## src/rtl/core/sdepq_pkg.sv

```systemverilog
// ----------------------------------------------------------------------------
// sdepq_pkg
// Shared codes and types for the sorted double-ended priority queue.
// ----------------------------------------------------------------------------
package sdepq_pkg;

	localparam int VALUE_W = 32;
	localparam int FUNC_W  = 2;
	localparam int STAT_W  = 2;
	localparam int CAP_W   = 5;

	typedef logic [FUNC_W-1:0] func_t;
	typedef logic [STAT_W-1:0] status_t;
	typedef logic signed [VALUE_W-1:0] value_t;

	// operation codes
	localparam func_t FUNC_INSERT   = 2'd0;
	localparam func_t FUNC_TAKE_MAX = 2'd1;
	localparam func_t FUNC_TAKE_MIN = 2'd2;

	// status codes
	localparam status_t ST_DONE  = 2'd0;
	localparam status_t ST_FULL  = 2'd1;
	localparam status_t ST_EMPTY = 2'd2;

	localparam logic [CAP_W-1:0] CAP_RESET = 5'd16;

	// control broadcast to every cell for one item
	typedef struct packed {
		logic insert;
		logic take_max;
	} cell_ctrl_t;

endpackage

```

## src/rtl/core/sdepq_ifs.sv

```systemverilog
// ----------------------------------------------------------------------------
// sdepq_ifs
// Valid/ready channels for operation items and result items.
// ----------------------------------------------------------------------------
interface sdepq_in_if;
	import sdepq_pkg::*;
	logic   valid;
	logic   ready;
	func_t  func;
	value_t value;

	modport source(output valid, output func, output value, input ready);
	modport sink(input valid, input func, input value, output ready);
endinterface

interface sdepq_out_if;
	import sdepq_pkg::*;
	logic             valid;
	logic             ready;
	value_t           taken_value;
	status_t          status;
	logic [CAP_W-1:0] count_after;

	modport source(output valid, output taken_value, output status, output count_after,
		input ready);
	modport sink(input valid, input taken_value, input status, input count_after,
		output ready);
endinterface

```

## src/rtl/core/sdepq_cell.sv

```systemverilog
// ----------------------------------------------------------------------------
// sdepq_cell
// One slot of the sorted chain: holds one entry and trades it with neighbors.
// ----------------------------------------------------------------------------
module sdepq_cell (
	input  logic                clk,
	input  sdepq_pkg::cell_ctrl_t ctrl,
	input  sdepq_pkg::value_t   ins_value,
	input  logic                occ,
	input  sdepq_pkg::value_t   left_entry,
	input  logic                left_le,
	input  sdepq_pkg::value_t   right_entry,
	output sdepq_pkg::value_t   entry,
	output logic                le
);
	import sdepq_pkg::*;

	value_t entry_q;

	// flag a held entry that the new value goes in front of
	assign le    = occ && (entry_q <= ins_value);
	assign entry = entry_q;

	// shift right on insert behind the slot, load the value at the slot, shift left on take-max
	always_ff @(posedge clk) begin
		if (ctrl.insert) begin
			if (left_le) begin
				entry_q <= left_entry;
			end else if (le || !occ) begin
				entry_q <= ins_value;
			end
		end else if (ctrl.take_max) begin
			entry_q <= right_entry;
		end
	end

endmodule

```

## src/rtl/core/sorted_double_ended_priority_queue_top.sv

```systemverilog
// ----------------------------------------------------------------------------
// sorted_double_ended_priority_queue_top
// Sorted double-ended priority queue: DEPTH cells hold signed 32-bit values in
// descending order, each cell comparing its entry with the incoming value and
// shifting toward its neighbor in the same cycle (none on take-min), so an item
// is accepted every clock and its result enters the output register in the next
// cycle; throughput is one item per cycle, limited only by the output handshake.
// cfg_wdata sets the capacity (reset 16, saturated at DEPTH); inserts past it
// are dropped with status full, takes from an empty queue return status empty.
// ----------------------------------------------------------------------------
module sorted_double_ended_priority_queue_top #(
	parameter int DEPTH = 16
) (
	input  logic                       clk,
	input  logic                       arst_n,
	input  logic                       cfg_we,
	input  logic [sdepq_pkg::CAP_W-1:0] cfg_wdata,
	sdepq_in_if.sink                   in_ch,
	sdepq_out_if.source                out_ch
);
	import sdepq_pkg::*;

	localparam int CNT_W = $clog2(DEPTH + 1);
	localparam int CMP_W = (CNT_W > CAP_W) ? CNT_W : CAP_W;
	localparam logic [CMP_W-1:0] DEPTH_C = CMP_W'(DEPTH);

	logic [CAP_W-1:0] cap_q;
	logic [CNT_W-1:0] count_q;
	logic             out_valid_q;
	value_t           taken_q;
	status_t          status_q;
	logic [CAP_W-1:0] count_out_q;

	logic             accept;
	logic [CMP_W-1:0] cap_lim;
	logic [CMP_W-1:0] count_ext;
	logic             empty;
	logic             can_ins;
	cell_ctrl_t       ctrl;
	logic [CNT_W-1:0] count_nxt;
	value_t           taken_nxt;
	status_t          status_nxt;
	value_t           min_entry;

	logic   [DEPTH-1:0] occ;
	logic   [DEPTH-1:0] le;
	value_t             entries [DEPTH];

	// take a new item whenever the output register is free or draining
	assign in_ch.ready = !out_valid_q || out_ch.ready;
	assign accept      = in_ch.valid && in_ch.ready;

	// effective capacity and occupancy
	assign cap_lim   = (CMP_W'(cap_q) > DEPTH_C) ? DEPTH_C : CMP_W'(cap_q);
	assign count_ext = CMP_W'(count_q);
	assign empty     = (count_q == '0);
	assign can_ins   = count_ext < cap_lim;

	always_comb begin
		for (int i = 0; i < DEPTH; i++) begin
			occ[i] = CNT_W'(i) < count_q;
		end
	end

	// back entry for take-min: the last occupied cell
	always_comb begin
		min_entry = '0;
		for (int i = 0; i < DEPTH - 1; i++) begin
			if (occ[i] && !occ[i+1]) begin
				min_entry = entries[i];
			end
		end
		if (occ[DEPTH-1]) begin
			min_entry = entries[DEPTH-1];
		end
	end

	// decode the item into cell control, result and next count
	always_comb begin
		ctrl       = '0;
		count_nxt  = count_q;
		taken_nxt  = '0;
		status_nxt = ST_DONE;
		case (in_ch.func)
			FUNC_INSERT: begin
				if (can_ins) begin
					ctrl.insert = accept;
					count_nxt   = count_q + 1'b1;
				end else begin
					status_nxt = ST_FULL;
				end
			end
			FUNC_TAKE_MAX: begin
				if (empty) begin
					status_nxt = ST_EMPTY;
				end else begin
					ctrl.take_max = accept;
					taken_nxt     = entries[0];
					count_nxt     = count_q - 1'b1;
				end
			end
			FUNC_TAKE_MIN: begin
				if (empty) begin
					status_nxt = ST_EMPTY;
				end else begin
					taken_nxt = min_entry;
					count_nxt = count_q - 1'b1;
				end
			end
			default: begin
			end
		endcase
	end

	// chain of cells
	for (genvar g = 0; g < DEPTH; g++) begin : g_cell
		value_t left_e;
		logic   left_f;
		value_t right_e;

		if (g == 0) begin : g_first
			assign left_e = '0;
			assign left_f = 1'b0;
		end else begin : g_mid
			assign left_e = entries[g-1];
			assign left_f = le[g-1];
		end

		if (g == DEPTH - 1) begin : g_last
			assign right_e = entries[g];
		end else begin : g_inner
			assign right_e = entries[g+1];
		end

		sdepq_cell u_cell (
			.clk        (clk),
			.ctrl       (ctrl),
			.ins_value  (in_ch.value),
			.occ        (occ[g]),
			.left_entry (left_e),
			.left_le    (left_f),
			.right_entry(right_e),
			.entry      (entries[g]),
			.le         (le[g])
		);
	end

	// capacity register
	always_ff @(posedge clk or negedge arst_n) begin
		if (!arst_n) begin
			cap_q <= CAP_RESET;
		end else if (cfg_we) begin
			cap_q <= cfg_wdata;
		end
	end

	// advance the count and hold the result until taken
	always_ff @(posedge clk or negedge arst_n) begin
		if (!arst_n) begin
			count_q     <= '0;
			out_valid_q <= 1'b0;
		end else begin
			if (accept) begin
				count_q     <= count_nxt;
				out_valid_q <= 1'b1;
			end else if (out_ch.ready) begin
				out_valid_q <= 1'b0;
			end
		end
	end

	always_ff @(posedge clk) begin
		if (accept) begin
			taken_q     <= taken_nxt;
			status_q    <= status_nxt;
			count_out_q <= CAP_W'(count_nxt);
		end
	end

	assign out_ch.valid       = out_valid_q;
	assign out_ch.taken_value = taken_q;
	assign out_ch.status      = status_q;
	assign out_ch.count_after = count_out_q;

endmodule

```

## src/flat_wrapper.sv

```systemverilog
// flat-port wrapper written by rule: the top's interface ports become plain ports
module sorted_double_ended_priority_queue_top_flat import sdepq_pkg::*;
#(
	parameter int DEPTH = 16
)
  (clk, arst_n, cfg_we, cfg_wdata, in_ch_valid, in_ch_func, in_ch_value, in_ch_ready, out_ch_valid, out_ch_taken_value, out_ch_status, out_ch_count_after, out_ch_ready);
  sdepq_in_if in_ch_i ();
  sdepq_out_if out_ch_i ();
  input  logic clk;
  input  logic arst_n;
  input  logic cfg_we;
  input  logic [sdepq_pkg::CAP_W-1:0] cfg_wdata;
  input wire logic [$bits(in_ch_i.valid)-1:0] in_ch_valid;
  input wire logic [$bits(in_ch_i.func)-1:0] in_ch_func;
  input wire logic [$bits(in_ch_i.value)-1:0] in_ch_value;
  output wire logic [$bits(in_ch_i.ready)-1:0] in_ch_ready;
  output wire logic [$bits(out_ch_i.valid)-1:0] out_ch_valid;
  output wire logic [$bits(out_ch_i.taken_value)-1:0] out_ch_taken_value;
  output wire logic [$bits(out_ch_i.status)-1:0] out_ch_status;
  output wire logic [$bits(out_ch_i.count_after)-1:0] out_ch_count_after;
  input wire logic [$bits(out_ch_i.ready)-1:0] out_ch_ready;
  assign in_ch_i.valid = in_ch_valid;
  assign in_ch_i.func = in_ch_func;
  assign in_ch_i.value = in_ch_value;
  assign in_ch_ready = in_ch_i.ready;
  assign out_ch_valid = out_ch_i.valid;
  assign out_ch_taken_value = out_ch_i.taken_value;
  assign out_ch_status = out_ch_i.status;
  assign out_ch_count_after = out_ch_i.count_after;
  assign out_ch_i.ready = out_ch_ready;
  sorted_double_ended_priority_queue_top #(.DEPTH(DEPTH)) u_core (.clk(clk), .arst_n(arst_n), .cfg_we(cfg_we), .cfg_wdata(cfg_wdata), .in_ch(in_ch_i), .out_ch(out_ch_i));
endmodule
```

## config.mk

```make
export PLATFORM = sky130hd
export DESIGN_NAME = sorted_double_ended_priority_queue_top_flat
export DESIGN_NICKNAME = d
export VERILOG_FILES = /design/src/rtl/core/sdepq_pkg.sv /design/src/rtl/core/sdepq_ifs.sv /design/src/rtl/core/sdepq_cell.sv /design/src/rtl/core/sorted_double_ended_priority_queue_top.sv /design/src/flat_wrapper.sv
export SDC_FILE = /design/constraint.sdc
export NUM_CORES = 2
export LEC_CHECK = 0
export BUFFER_PORTS_ARGS = -buffer_cell sky130_fd_sc_hd__buf_2
export CAP_MARGIN = 30
export CELL_PAD_IN_SITES_DETAIL_PLACEMENT = 1
export CELL_PAD_IN_SITES_GLOBAL_PLACEMENT = 1
export CORE_UTILIZATION = 45
export CTS_BUF_LIST = sky130_fd_sc_hd__clkbuf_8 sky130_fd_sc_hd__clkbuf_16
export CTS_CLUSTER_DIAMETER = 40
export DETAILED_ROUTE_END_ITERATION = 8
export PLACE_DENSITY_LB_ADDON = 0.2
export SLEW_MARGIN = 20
export SYNTH_ARGS = -nofsm -noshare
export SYNTH_HDL_FRONTEND = slang
export SYNTH_HIERARCHICAL = 1
export SYNTH_SLANG_ARGS = --single-unit
```

## constraint.sdc

```tcl
create_clock -name clk -period 3.72 [get_ports clk]
set_input_delay 0 -clock clk [delete_from_list [all_inputs] [get_ports clk]]
set_output_delay 0 -clock clk [all_outputs]
set_load 0.005 [all_outputs]
```

==> flow_metrics.py <==
metrics = {
    "status": {
        "status": "complete, no violations",
    },
    "grt": {
        "use_met3": 0.1515,
        "grt_antenna_before_repair": 17,
        "grt_overflow": 0,
        "grtUsageTotal": 0.4708,
        "globalRouteMet1Util": 0.5709,
        "grt_pass1_vias": 48700,
        "grt_busiest_layer": "met2",
        "grt_pass1_wl_mm": 355.9,
        "grt_max_degree": 125,
        "met2_usage": 0.6726,
    },
    "finish": {
        "utilization": 0.5671,
        "area_growth_syn_to_layout_pct": 25.07,
        "drive_gt1_frac": 0.1811,
        "fin_nets": 6378,
    },
    "placed_design": {
        "pre_cts_ws_ps": -159.7,
        "portBuffers": 84,
        "gp_congestion": 1.083,
        "hpwl_mm": 190.7,
    },
    "sta": {
        "finalSetupViolCount": 0,
        "hold_violations": 0,
        "post-route-period-util": 0.9989,
        "skew_ps": 40.03,
        "tightest_slew_ps": 1147,
        "rsz0062_at_grt": "false",
        "slew_viol_final": 0,
        "fin_ws_ps": 4.168,
        "fmax_mhz": 269.1,
        "maxSlewHeadroom": 0.2231,
        "min_period_ps": 3716,
    },
    "critical_path": {
        "crit_family": "compound AO/OA/AOI/OAI gates",
        "crit_path_end_kind": "flop",
        "cp_max_fo": 17,
        "path_cells": "inv_1 -> ha_1 -> o21a_1 -> and2_1 -> buf_4 -> a221oi_1 -> o211ai_1 -> a21oi_1 -> buf_4 -> o31ai_1",
        "cp_slowest_cell": "a221oi_1",
        "critPathKind": "flop to flop",
        "critPathLaunchType": "flop",
        "crit_buf_inv": 3,
        "cp_slowest_stage_delay_ps": 780,
        "worstPathRequired_ps": 4230,
        "crit_top_cell": "buf_4",
        "worstPathArrival_ps": 4220,
    },
    "die": {
        "pin_count": 85,
        "num_rows": 118,
        "start_util": 0.4535,
        "core_sq_um": 103300,
        "die_h_um": 324.7,
        "die_area_sq_um": 105400,
        "die_x_um": 324.7,
    },
    "clock_network": {
        "cts_num_sinks": 562,
        "cts_buffers": 130,
        "clkTransAtPathRegs_ps": 50,
        "cts_tree": "built",
        "clk_root_buffer_cell": "clkbuf_16",
        "worstSkewPairLatency_ps": 780,
        "htree_levels": 4,
        "cts_setup_buffers": 0,
        "clock_tree.buffer_depth": 3,
    },
    "pwr": {
        "cellPowerDensity_nw_per_um2": 623.8,
        "p_total_w": 0.03656,
        "p_leak_nw": 25.75,
        "vdd_ir_drop_max_v": 0.0003958,
    },
    "synthesis": {
        "synthCells": 5144,
        "synth_warnings": 6,
        "avgSynthCellArea_sq_um": 9.110,
        "syn-cell-area_sq_um": 46860,
    },
    "hold_path": {
        "hp-class": "input pin to flop",
    },
    "routing": {
        "drtIter0Drc": 6310,
        "via_per_inst": 6.693,
        "drt-total-wl_mm": 254.1,
        "drt-pass1-iter-count": 6,
        "wl_per_cell_um": 34.80,
        "drcViolationCount": 0,
        "ant_nets": 0,
        "vias": 48860,
    },
    "flow_run": {
        "cap_violations": 0,
    },
}
what timing repair did:
item | 4_1_cts | 5_1_grt
gates cloned | 0 | 0
resized for setup | 1 | 3
pin swaps | 0 | 0
endpoints found under the hold margin | 203 | 0
hold buffers | 40 | 0
setup endpoints to repair | 1 | 2
path summary, 6_finish.rpt:
| path | startpoint | slack [ps] | cells after the start | to |
|---|---|---|---|---|
| min | in_ch_value[2] | 30 | 4 | u_core/g_cell[7].u_cell/entry[2] |
| max reg2reg | u_core/count_ext[1] | 4 | 10 | u_core/out_ch.taken_value[2] |
| max | u_core/count_ext[1] | 4 | 10 | u_core/out_ch.taken_value[2] |
| min in group asynchronous | arst_n | 380 | 3 | u_core/count_ext[4] |
| max in group asynchronous | arst_n | 2810 | 3 | u_core/count_ext[0] |
| min reg2reg | u_core/g_cell[10].u_cell/entry[7] | 710 | 2 | u_core/g_cell[9].u_cell/entry[7] |
worst min-delay path, delay by kind of cell:
kind	cells	cell delay, ps
buffers and inverters	2	400
muxes	1	130
AOI/OAI and AO/OA	1	80
routing by layer:
layer  wire length, um  up-vias  part of all wire
li1                  -    20280                 -
met1             92810    23930              0.37
met2            103300     3473              0.41
met3             31410     1155              0.12
met4             26290       20              0.10
met5               230        -           0.00091
registers in the layout (all words and copies together) (netlist names):
register                    count
u_core/count_ext                5
u_core/out_ch.valid             1
u_core/g_cell.u_cell/entry    512
u_core/cap_q                    5
u_core/out_ch.status            2
u_core/out_ch.taken_value      32
u_core/out_ch.count_after       5
layout make-up:
class                   instances  area (sq um)
diodes                          7         17.52
clock buffers                 133          3306
clock inverters               102          1195
fillers                     11750         44740
inverters                     525          1974
multi-input cells            3814         27040
flip-flops and latches        562         16830
well taps                    1380          1727
repair buffers                777          6525
cell usage in the layout (no fill, tap or decap), drive strengths merged, types with 17 or more instances in the layout:
| master | n |
|---|---|
| nand4b | 17 |
| a21o | 45 |
| dlygate4sd3 | 40 |
| a22oi | 23 |
| o22ai | 24 |
| and2 | 20 |
| mux2i | 533 |
| nand2 | 269 |
| a221o | 26 |
| nand4 | 70 |
| conb | 33 |
| and4 | 32 |
| edfxtp | 551 |
| a211oi | 25 |
| bufinv | 19 |
| a2bb2oi | 23 |
| a21oi | 771 |
| and3 | 45 |
| nor3 | 29 |
| a2111oi | 30 |
| a22o | 24 |
| o31ai | 24 |
| ha | 524 |
| nand3 | 93 |
| nor2 | 635 |
| clkbuf | 134 |
| inv | 550 |
| o211ai | 29 |
| nor4 | 37 |
| buf | 736 |
| clkinv | 48 |
| a221oi | 49 |
| o21ai | 214 |
| o32a | 18 |
| nor2b | 21 |
metrics by stage:
stage	instance area [sq um]	hold slack [ps]	TNS (ps)	instances
floorplan	47010	-295.6	0	5176
global placement	53670	-85.95	-223.8	7016
detailed placement	53680	-79.34	-2874	7017
CTS	58580	2.466	0	7292
global route	58600	32.34	0	7294
finish	58610	29.52	0	7300
power by group:
group / internal (W) / switching, W
Clock: 0.00783 / 0.00425
Combinational: 0.00536 / 0.0100
Sequential: 0.00812 / 0.000962
Total: 0.0213 / 0.0153
Note: power is estimated with default switching activity, not from simulation.
